--- src/sv/ihsp_pkg.sv ---
`default_nettype none

package ihsp_pkg;

    // Byte counter width
    localparam int POSITION_BITS = 32;
    localparam logic [POSITION_BITS-1:0] POS_MAX = {POSITION_BITS{1'b1}};

    // Stored header bytes and JPEG segment window
    localparam int HDR_LEN = 26;
    localparam int WIN_LEN = 12;

    // Offset of the last byte of the first JPEG window (segment starts at 2)
    localparam logic [POSITION_BITS-1:0] SEG_FIRST_END = POSITION_BITS'(2 + WIN_LEN - 1);
    // Position of the byte that brings the file to the full header length
    localparam logic [POSITION_BITS-1:0] HDR_LAST_POS = POSITION_BITS'(HDR_LEN - 1);

    // Format codes
    localparam logic [1:0] FMT_BMP  = 2'd0;
    localparam logic [1:0] FMT_JPEG = 2'd1;
    localparam logic [1:0] FMT_GIF  = 2'd2;
    localparam logic [1:0] FMT_PNG  = 2'd3;

    // Signature bytes
    localparam logic [7:0] BYTE_FF  = 8'hFF;
    localparam logic [7:0] BYTE_SOI = 8'hD8;
    localparam logic [7:0] BYTE_B   = 8'h42;
    localparam logic [7:0] BYTE_M   = 8'h4D;
    localparam logic [7:0] BYTE_G   = 8'h47;
    localparam logic [7:0] BYTE_I   = 8'h49;
    localparam logic [7:0] BYTE_F   = 8'h46;
    localparam logic [7:0] BYTE_P   = 8'h50;
    localparam logic [7:0] BYTE_N   = 8'h4E;
    localparam logic [7:0] BYTE_H   = 8'h48;
    localparam logic [7:0] BYTE_D   = 8'h44;
    localparam logic [7:0] BYTE_R   = 8'h52;
    localparam logic [7:0] BYTE_PNG0 = 8'h89;
    localparam logic [7:0] BYTE_CR  = 8'h0D;
    localparam logic [7:0] BYTE_LF  = 8'h0A;
    localparam logic [7:0] BYTE_SUB = 8'h1A;

    // Header bytes as the scanner sees them once the current byte is in
    typedef struct packed {
        logic                       long_enough;
        logic [HDR_LEN-1:0][7:0]    hdr;
        logic [WIN_LEN-1:0][7:0]    win;
    } t_snap;

    // JPEG start-of-frame markers that carry the frame size
    function automatic logic is_sof(input logic [7:0] m);
        case (m) inside
            8'hC0, 8'hC1, 8'hC2, 8'hC3, 8'hC9, 8'hCA, 8'hCB: is_sof = 1'b1;
            default:                                         is_sof = 1'b0;
        endcase
    endfunction

endpackage

`default_nettype wire

--- src/sv/ihsp_scan.sv ---
`default_nettype none

module ihsp_scan
    import ihsp_pkg::*;
(
    input  wire logic        i_clk,
    input  wire logic        i_rst_n,
    input  wire logic        i_step,
    input  wire logic [7:0]  i_byte,
    input  wire logic        i_last,
    output t_snap            o_snap
);

    logic [HDR_LEN-1:0][7:0]    r_hdr, n_hdr;
    logic [WIN_LEN-1:0][7:0]    r_hist, n_hist;
    logic [WIN_LEN-1:0][7:0]    r_win, n_win;
    logic [POSITION_BITS-1:0]   r_pos, n_pos;
    logic [POSITION_BITS-1:0]   r_seg_end, n_seg_end;
    logic                       r_active, n_active;
    logic                       hit;
    logic                       jpeg;
    logic                       stop;
    logic [POSITION_BITS:0]     seg_sum;

    // Store header bytes at their own offset, shift the history
    always_comb begin
        for (int k = 0; k < HDR_LEN; k++) begin
            n_hdr[k] = (r_pos == POSITION_BITS'(k)) ? i_byte : r_hdr[k];
        end
        n_hist = {i_byte, r_hist[WIN_LEN-1:1]};
    end

    // Walk JPEG segments: take the window when its last byte arrives
    always_comb begin
        hit     = r_active && (r_pos == r_seg_end);
        jpeg    = (r_hdr[0] == BYTE_FF) && (r_hdr[1] == BYTE_SOI);
        stop    = (n_hist[0] != BYTE_FF) || is_sof(n_hist[1]);
        seg_sum = {1'b0, r_seg_end} + (POSITION_BITS+1)'({n_hist[2], n_hist[3]})
                  + (POSITION_BITS+1)'(2);
        n_win     = (hit && jpeg) ? n_hist : r_win;
        n_active  = r_active;
        n_seg_end = r_seg_end;
        if (hit) begin
            if (!jpeg || stop) begin
                n_active = 1'b0;
            end else if (seg_sum >= {1'b0, POS_MAX}) begin
                // next window lies past the counter range: never completes
                n_active = 1'b0;
            end else begin
                n_seg_end = seg_sum[POSITION_BITS-1:0];
            end
        end
        n_pos = (r_pos == POS_MAX) ? r_pos : r_pos + POSITION_BITS'(1);
    end

    // Advance control state; restart the walk after the final byte
    always_ff @(posedge i_clk) begin
        if (!i_rst_n) begin
            r_pos     <= '0;
            r_seg_end <= SEG_FIRST_END;
            r_active  <= 1'b1;
        end else if (i_step) begin
            if (i_last) begin
                r_pos     <= '0;
                r_seg_end <= SEG_FIRST_END;
                r_active  <= 1'b1;
            end else begin
                r_pos     <= n_pos;
                r_seg_end <= n_seg_end;
                r_active  <= n_active;
            end
        end
    end

    // Hold byte stores
    always_ff @(posedge i_clk) begin
        if (i_step) begin
            r_hdr  <= n_hdr;
            r_hist <= n_hist;
            r_win  <= n_win;
        end
    end

    assign o_snap = '{long_enough: (r_pos >= HDR_LAST_POS), hdr: n_hdr, win: n_win};

endmodule

`default_nettype wire

--- src/sv/ihsp_judge.sv ---
`default_nettype none

module ihsp_judge
    import ihsp_pkg::*;
(
    input  wire logic               i_clk,
    input  wire logic               i_rst_n,
    input  wire logic               i_load,
    input  wire logic               i_ready,
    input  wire t_snap              i_snap,
    output logic                    o_valid,
    output logic                    o_found,
    output logic [1:0]              o_format,
    output logic signed [31:0]      o_width,
    output logic signed [31:0]      o_height
);

    logic                       r_valid;
    logic                       r_found, n_found;
    logic [1:0]                 r_format, n_format;
    logic [31:0]                r_width, n_width;
    logic [31:0]                r_height, n_height;
    logic [HDR_LEN-1:0][7:0]    h;
    logic [WIN_LEN-1:0][7:0]    w;

    assign h = i_snap.hdr;
    assign w = i_snap.win;

    // Check formats in priority order
    always_comb begin
        n_found  = 1'b0;
        n_format = FMT_BMP;
        n_width  = '0;
        n_height = '0;
        if (!i_snap.long_enough) begin
            n_found = 1'b0;
        end else if (h[0] == BYTE_B && h[1] == BYTE_M) begin
            n_found  = 1'b1;
            n_format = FMT_BMP;
            n_width  = {h[21], h[20], h[19], h[18]};
            n_height = {h[25], h[24], h[23], h[22]};
        end else if (h[0] == BYTE_FF && h[1] == BYTE_SOI && w[0] == BYTE_FF) begin
            n_found  = 1'b1;
            n_format = FMT_JPEG;
            n_height = {16'h0000, w[5], w[6]};
            n_width  = {16'h0000, w[7], w[8]};
        end else if (h[0] == BYTE_G && h[1] == BYTE_I && h[2] == BYTE_F) begin
            n_found  = 1'b1;
            n_format = FMT_GIF;
            n_width  = {16'h0000, h[7], h[6]};
            n_height = {16'h0000, h[9], h[8]};
        end else if (h[0] == BYTE_PNG0 && h[1] == BYTE_P && h[2] == BYTE_N
                     && h[3] == BYTE_G && h[4] == BYTE_CR && h[5] == BYTE_LF
                     && h[6] == BYTE_SUB && h[7] == BYTE_LF
                     && h[12] == BYTE_I && h[13] == BYTE_H
                     && h[14] == BYTE_D && h[15] == BYTE_R) begin
            n_found  = 1'b1;
            n_format = FMT_PNG;
            n_width  = {h[16], h[17], h[18], h[19]};
            n_height = {h[20], h[21], h[22], h[23]};
        end
    end

    // Hold the result until the request is taken
    always_ff @(posedge i_clk) begin
        if (!i_rst_n) begin
            r_valid <= 1'b0;
        end else if (i_load) begin
            r_valid <= 1'b1;
        end else if (i_ready) begin
            r_valid <= 1'b0;
        end
    end

    always_ff @(posedge i_clk) begin
        if (i_load) begin
            r_found  <= n_found;
            r_format <= n_format;
            r_width  <= n_width;
            r_height <= n_height;
        end
    end

    assign o_valid  = r_valid;
    assign o_found  = r_found;
    assign o_format = r_format;
    assign o_width  = r_width;
    assign o_height = r_height;

endmodule

`default_nettype wire

--- src/sv/image_header_size_parser.sv ---
`default_nettype none

// Image size sniffer: feed an image file one byte per request in file order and
// mark its final byte with i_last_byte. For that final byte one result follows
// with o_found, o_format (0 BMP, 1 JPEG, 2 GIF, 3 PNG) and the width and height
// as raw 32-bit values from the header; files shorter than 26 bytes report not
// found with zero fields. Other bytes give no result. One byte is taken every
// clock cycle; a byte is held in the input register, and a final byte's result
// is then registered in the result register. The rate is set by the per-byte
// segment-walk update (one 33-bit add and compare); input stalls only while a
// finished result waits and another final byte is pending. After each final
// byte the block starts a new file.
module image_header_size_parser
    import ihsp_pkg::*;
(
    input  wire logic               i_clk,
    input  wire logic               i_rst_n,
    input  wire logic               i_valid,
    output logic                    o_ready,
    input  wire logic [7:0]         i_data_byte,
    input  wire logic               i_last_byte,
    output logic                    o_valid,
    input  wire logic               i_ready,
    output logic                    o_found,
    output logic [1:0]              o_format,
    output logic signed [31:0]      o_width,
    output logic signed [31:0]      o_height
);

    logic           r_in_valid;
    logic [7:0]     r_in_byte;
    logic           r_in_last;
    logic           out_free;
    logic           adv;
    t_snap          snap;

    // Advance a held byte unless its result cannot be stored
    assign out_free = !o_valid || i_ready;
    assign adv      = r_in_valid && (!r_in_last || out_free);
    assign o_ready  = !r_in_valid || adv;

    // Input register
    always_ff @(posedge i_clk) begin
        if (!i_rst_n) begin
            r_in_valid <= 1'b0;
        end else if (o_ready) begin
            r_in_valid <= i_valid;
        end
    end

    always_ff @(posedge i_clk) begin
        if (o_ready && i_valid) begin
            r_in_byte <= i_data_byte;
            r_in_last <= i_last_byte;
        end
    end

    ihsp_scan u_scan (
        .i_clk   (i_clk),
        .i_rst_n (i_rst_n),
        .i_step  (adv),
        .i_byte  (r_in_byte),
        .i_last  (r_in_last),
        .o_snap  (snap)
    );

    ihsp_judge u_judge (
        .i_clk    (i_clk),
        .i_rst_n  (i_rst_n),
        .i_load   (adv && r_in_last),
        .i_ready  (i_ready),
        .i_snap   (snap),
        .o_valid  (o_valid),
        .o_found  (o_found),
        .o_format (o_format),
        .o_width  (o_width),
        .o_height (o_height)
    );

endmodule

`default_nettype wire

--- config.mk ---
export PLATFORM = sky130hd
export DESIGN_NAME = image_header_size_parser
export DESIGN_NICKNAME = d
export VERILOG_FILES = /design/src/sv/ihsp_pkg.sv /design/src/sv/ihsp_scan.sv /design/src/sv/ihsp_judge.sv /design/src/sv/image_header_size_parser.sv
export SDC_FILE = /design/constraint.sdc
export NUM_CORES = 1
export LEC_CHECK = 0
export BUFFER_PORTS_ARGS = -buffer_cell sky130_fd_sc_hd__buf_2
export CAP_MARGIN = 20
export CORE_MARGIN = 2
export CORE_UTILIZATION = 27
export CTS_CLUSTER_SIZE = 30
export DETAILED_ROUTE_END_ITERATION = 16
export SYNTH_ARGS = -nofsm -noshare
export SYNTH_HDL_FRONTEND = slang
export SYNTH_HIERARCHICAL = 1
export SYNTH_SLANG_ARGS = --single-unit
--- constraint.sdc ---
create_clock -name i_clk -period 49.8 [get_ports i_clk]
set_clock_uncertainty 0.05 [all_clocks]
set_input_delay 0 -clock i_clk [delete_from_list [all_inputs] [get_ports i_clk]]
set_output_delay 0 -clock i_clk [all_outputs]
set_load 0.03 [all_outputs]
==> impl_metrics.toml, run 1 <==
[status]
status = "finished, final reports clean"

[clocking]
reg_clk_slew_reported_paths_ns = 0.06
cts_root_buf = "sky130_fd_sc_hd__clkbuf_16"
numCtsBuffers = 49
cts_resizes = 0
cts_tree = "done"
cts_max_path_buffers = 3
htree_levels = 2
insertion_delay_ns = 0.60
number_of_clock_sinks = 463

[timing]
hold_viol = 0
timing.slew.headroom_pct = 21.3
count_of_final_max_slew_check_failures = 0
rsz0062_at_grt = "false"
setup_viol = 0
fin_crit_sh_pct = 11.2
setup_slack_ns = 44.24
worst_slew_pin_slew_ns = 1.18
period_needed_ns = 5.56
worst_hold_slack_ns = 0.0569
final_setup_tns_ns = 0
fmax_mhz = 180

[power]
design_power_total_uw = 817
leakage_nw = 7.83
power_density_mw_per_mm2 = 32.4
ir_drop_mv = 0.0286

[placed_design]
gp_congestion = 0.859
port_buffers = 81
dp_worst_setup_slack_ns = 44.21
detailed_place_hpwl_mm = 35.8
numPlacedInstances = 2744
placed_area_sq_mm = 0.0236

[routing]
wire_per_inst_um = 19.5
ant_nets = 0
route.vias.total = 14400
drt_first_pass_iters = 5
remaining_drc_errors = 0
finalWirelength_mm = 55.5
drtIter0Drc = 1382
route.detailed.vias_per_inst = 5.06

[yosys]
mappedNetlistArea_sq_mm = 0.0221
postSynthNetCount = 1730
post_synth.cell_area_avg_sq_um = 13.1
synth_cells = 1679
yosysWarnings = 6

[die]
initial_utilization_pct = 27.3
core.rowCount = 104
total_core_area_sq_mm = 0.0807
fp.dieArea_sq_mm = 0.0840
die_height_um = 290
die_width_um = 290
io_pins = 82

[global_route]
grt_overflow_total = 0
via_count_of_the_first_global_routing_pass = 14100
grtUsageTotal_pct = 12.9
antenna_found_initial = 2
grt_first_pass_wirelength_mm = 84.7
grt_start_max_net_pins = 199

[final_layout]
nNetsFinal = 1801
area_growth_pct = 14.5
postLayoutCoreUtil_pct = 31.3
finalNonFillerCells = 2852
postLayoutCellArea_sq_mm = 0.0253
post_route_cells_drive_above_1_share_pct = 23.2

[critical_path]
crit_path_max_fanout = 34
critical_path_required_ns = 50.22
setup.worst_path.start_class = "flop"
worst_ep_arrival_time_ns = 5.98
worst-r2r-setup-slack_ns = 44.24
worst-setup-path-type = "reg2reg"
critical_path_end_type = "flop"

[hold_path]
timing.hold.worst.class = "in2reg"

[run]
cap_violations = 0
[flip-flops by register name, indices dropped and copies added (netlist names), 2 cells and up]
register and count:
u_scan/r_hdr 192, u_scan/n_hist 88, u_scan/r_win 40, u_judge/o_height 32, u_judge/o_width 32, u_scan/r_pos 32, u_scan/r_seg_end 32, r_in_byte 8
u_judge/o_format 2
[cell usage in the layout (no fill, tap or decap), types with 8 or more instances in the layout]
cell type / count
sky130_fd_sc_hd__a21boi_1: 8
sky130_fd_sc_hd__a21o_1: 17
sky130_fd_sc_hd__a21oi_1: 27
sky130_fd_sc_hd__a22o_1: 44
sky130_fd_sc_hd__a311oi_1: 33
sky130_fd_sc_hd__and2_1: 41
sky130_fd_sc_hd__and3_1: 14
sky130_fd_sc_hd__buf_2: 81
sky130_fd_sc_hd__buf_4: 24
sky130_fd_sc_hd__clkbuf_1: 10
sky130_fd_sc_hd__clkbuf_16: 49
sky130_fd_sc_hd__clkinv_1: 18
sky130_fd_sc_hd__dfxtp_1: 67
sky130_fd_sc_hd__dlygate4sd3_1: 13
sky130_fd_sc_hd__edfxtp_1: 396
sky130_fd_sc_hd__ha_1: 37
sky130_fd_sc_hd__inv_1: 50
sky130_fd_sc_hd__mux2_1: 13
sky130_fd_sc_hd__mux2_2: 219
sky130_fd_sc_hd__nand2_1: 102
sky130_fd_sc_hd__nand3_1: 28
sky130_fd_sc_hd__nand4_1: 36
sky130_fd_sc_hd__nor2_1: 66
sky130_fd_sc_hd__nor3_1: 9
sky130_fd_sc_hd__nor3b_1: 9
sky130_fd_sc_hd__nor4_1: 58
sky130_fd_sc_hd__nor4b_1: 8
sky130_fd_sc_hd__o21ai_0: 84
sky130_fd_sc_hd__or3_1: 15
sky130_fd_sc_hd__xnor2_1: 29
sky130_fd_sc_hd__xor2_1: 43
[critical path, cell delays in order (launching register included)]
cell and delay (ns):
sky130_fd_sc_hd__dfxtp_1 0.36, sky130_fd_sc_hd__or4_1 0.58, sky130_fd_sc_hd__nor4_1 0.22, sky130_fd_sc_hd__and4_1 0.42, sky130_fd_sc_hd__nand2_1 0.12, sky130_fd_sc_hd__nor3b_1 0.53
sky130_fd_sc_hd__clkbuf_2 0.28, sky130_fd_sc_hd__mux2_2 0.36, sky130_fd_sc_hd__or4b_1 0.56, sky130_fd_sc_hd__or4_1 0.47, sky130_fd_sc_hd__nor4_4 0.22, sky130_fd_sc_hd__buf_4 0.41
sky130_fd_sc_hd__and4_1 0.26, sky130_fd_sc_hd__buf_4 0.36, sky130_fd_sc_hd__a22o_1 0.20
[layout make-up]
type	count	area, sq um
Tap cell	1060	1330
Antenna cell	1	2.50
Clock buffer	60	1280
Fill cell	8025	55400
Inverter	50	188
Sequential cell	463	13200
Clock inverter	32	243
Multi-Input combinational cell	1065	8220
Timing Repair Buffer	121	768
[metal layers]
| metal | share of wire [%] | routed length (um) | track usage [%] | vias up |
|---|---|---|---|---|
| met5 | 0 | 0 | 0 | - |
| met4 | 2.1 | 1170 | 3.60 | 0 |
| met3 | 6.3 | 3490 | 2.72 | 83 |
| met2 | 47 | 26200 | 20.5 | 461 |
| met1 | 44 | 24700 | 17.7 | 7304 |
| li1 | - | - | - | 6595 |
[repair_timing]
action | CTS | global route
endpoints found under the hold margin | 18 | 0
hold buffers | 13 | 0
setup buffers | 0 | 0
[final timing paths]
kind / cells past startpoint / endpoint / start
worst max-delay path: 14 / u_judge/o_height[31]$_SDFFCE_PN0P_ / u_scan/r_pos[17]$_SDFFE_PN0P_
worst min-delay path: 2 / r_in_byte[6]$_DFFE_PP_ / i_data_byte[6]
worst max register to register: 14 / u_judge/o_height[31]$_SDFFCE_PN0P_ / u_scan/r_pos[17]$_SDFFE_PN0P_
worst min register to register: 0 / u_scan/n_hist[73]$_DFFE_PP_ / u_scan/n_hist[81]$_DFFE_PP_
[report_power, final]
group          switching (mW)  total, mW  internal, mW
Sequential            0.00430      0.435         0.430
Combinational          0.0253     0.0348       0.00953
Clock                   0.154      0.348         0.194
(Power assumes the default switching activity.)
==> inputs of run 2 (changes only) <==
clock period = 5.4 ns   (was 49.8 ns; I/O delays follow)
==> run 2 against run 1 <==
The flow now finishes with violations (design-rule violations). Register-to-register slack worse by 44 ns. Clock power rose to 9.8 times the previous value. Total power rose to 9.4 times the previous value. Setup slack worse by 44 ns. Cell area up 1.3%. Sequential share of layout area down 0.65 points. Critical path depth down 1. Clock-buffer cell count down 2. Largest power group unchanged.
==> impl_metrics.toml, run 2 (synthesis results as in run 1) <==
[status]
status = "finished with violations"
failed_checks = "design-rule violations"

[power]
design_power_total_mw = 7.68
ir_drop_mv = 0.265
power_density_mw_per_mm2 = 300
leakage_nw = 8.31

[routing]
route.detailed.vias_per_inst = 5.03
route.vias.total = 14400
remaining_drc_errors = 1
finalWirelength_mm = 55.7
drtIter0Drc = 1237
drt_first_pass_iters = 14
wire_per_inst_um = 19.4
ant_nets = 0

[final_layout]
registers.top_by_ff_count = "u_scan/r_hdr"
area_growth_pct = 16.0
mostFrequentLayoutCells = "sky130_fd_sc_hd__edfxtp_1 (396), sky130_fd_sc_hd__mux2_2 (219), sky130_fd_sc_hd__nand2_1 (100)"
max_reg_flops = 192
post_route_cells_drive_above_1_share_pct = 25.1
layout.filler_cells = 7997
postLayoutCellArea_sq_mm = 0.0256
mostFrequentLayoutCell = "sky130_fd_sc_hd__edfxtp_1"
number_of_diodes = 0
nNetsFinal = 1818

[clocking]
numCtsBuffers = 50
insertion_delay_ns = 0.62
number_of_clock_sinks = 463
post_cts_buffers = 0
htree_levels = 2
cts_resizes = 0
cts-hold-fix-buffers = 18
cts_max_path_buffers = 3
reg_clk_slew_reported_paths_ns = 0.06
cts_root_buf = "sky130_fd_sc_hd__clkbuf_16"
cts_tree = "done"

[timing]
hold_viol = 0
worst_slew_pin_slew_ns = 1.09
timing.slew.headroom_pct = 27.1
fmax_mhz = 203
period_needed_ns = 4.92
fin_crit_sh_pct = 91.0
final_setup_tns_ns = 0
setup_viol = 0
rsz0062_at_grt = "false"
worst_hold_slack_ns = 0.0336
count_of_final_max_slew_check_failures = 0

[die]
core.rowCount = 104
total_core_area_sq_mm = 0.0807
die_width_um = 290
die_height_um = 290
io_pins = 82
initial_utilization_pct = 27.3
fp.dieArea_sq_mm = 0.0840

[critical_path]
most_frequent_cell_on_critical_path = "sky130_fd_sc_hd__or4_1"
setup.worst_path.start_class = "flop"
critical_path_required_ns = 5.76
worst_ep_arrival_time_ns = 5.28
crit_path_max_fanout = 19
path_cells = "or4_1 > nor4_1 > and4_1 > nand2b_1 > nor3_1 > nand2_1 > mux2_1 > or2_2 > or4_1 > nor4_4 > buf_4 > a311oi_1 > o21ai_0"
critPathMaxStageDelay_ns = 0.57
worst-setup-path-type = "reg2reg"
slowest_library_cell_on_the_worst_path = "sky130_fd_sc_hd__or4_1"
critical_path_end_type = "flop"

[global_route]
antenna_found_initial = 2
via_count_of_the_first_global_routing_pass = 14300
grt_start_max_net_pins = 162
grt_overflow_total = 0
grtUsageTotal_pct = 12.9
grt_first_pass_wirelength_mm = 84.9

[hold_path]
timing.hold.worst.class = "in2reg"

[placed_design]
gp_congestion = 0.887
detailed_place_hpwl_mm = 37.0
placed_area_sq_mm = 0.0237
port_buffers = 81

[run]
cap_violations = 0
run 2: cell types whose count changed in the layout (fill, tap and decap cells not counted), moves of 3 or more:
cell,change
sky130_fd_sc_hd__buf_4,+12
sky130_fd_sc_hd__clkinv_1,-8
sky130_fd_sc_hd__a21boi_1,-7
sky130_fd_sc_hd__a21boi_2,+7
sky130_fd_sc_hd__dlygate4sd3_1,+5
sky130_fd_sc_hd__bufinv_16,+3
sky130_fd_sc_hd__clkbuf_1,-3
sky130_fd_sc_hd__clkinv_2,+3
sky130_fd_sc_hd__clkinv_4,+3
sky130_fd_sc_hd__clkinvlp_4,-3
sky130_fd_sc_hd__nor2_1,-3
sky130_fd_sc_hd__nor2_2,+3
run 2: final cells by class:
class / instances / area (sq um) / share of cell area (%)
multi-input combinational: 1065 / 8280 / 32.4
clock buffer: 58 / 1300 / 5.09
inverter: 50 / 188 / 0.734
clock inverter: 32 / 349 / 1.36
sequential: 463 / 13200 / 51.7
tap: 1060 / 1330 / 5.18
timing repair buffer: 137 / 896 / 3.50
run 2: worst paths after layout:
kind | start | depth (start not counted) | slack (ns) | to
setup / recovery | u_scan/r_pos[17]$_SDFFE_PN0P_ | 13 | 0.48 | u_judge/o_width[13]$_SDFFCE_PN0P_
hold / removal | i_data_byte[5] | 2 | 0.03 | r_in_byte[5]$_DFFE_PP_
setup reg to reg | u_scan/r_pos[17]$_SDFFE_PN0P_ | 13 | 0.48 | u_judge/o_width[13]$_SDFFCE_PN0P_
hold reg to reg | u_scan/n_hist[38]$_DFFE_PP_ | 0 | 0.37 | u_scan/n_hist[30]$_DFFE_PP_
run 2: power breakdown:
part	internal, mW	switching [mW]
logic	0.0798	0.188
clock network	1.98	1.43
registers	3.95	0.0446
total	6.02	1.67
run 2: routing by layer:
layer	global-route usage, %	vias up	part of all wire [%]
li1	-	6635	-
met3	2.25	85	5.3
met1	17.6	7235	45
met4	3.38	0	2.2
met5	0	-	0
met2	21.2	451	47
run 2: metrics by stage:
stage | worst slack, ns | utilization, % | instances
final | 0.484 | 31.7 | 2865
after CTS | 0.610 | 31.7 | 2865
after global placement | 0.700 | 29.4 | 2757
after global routing | 0.122 | 31.7 | 2865
after floorplan | -2.48 | - | 1679
after detailed placement | 0.661 | 29.4 | 2757
run 2: worst max-delay path, delay by kind of cell, from the launching register on:
family / cells / cell delay, ns
muxes: 1 / 0.43
AOI/OAI and AO/OA: 2 / 0.41
buffers and inverters: 1 / 0.33
and+or+nand+nor: 9 / 3.14
DFF: 1 / 0.37
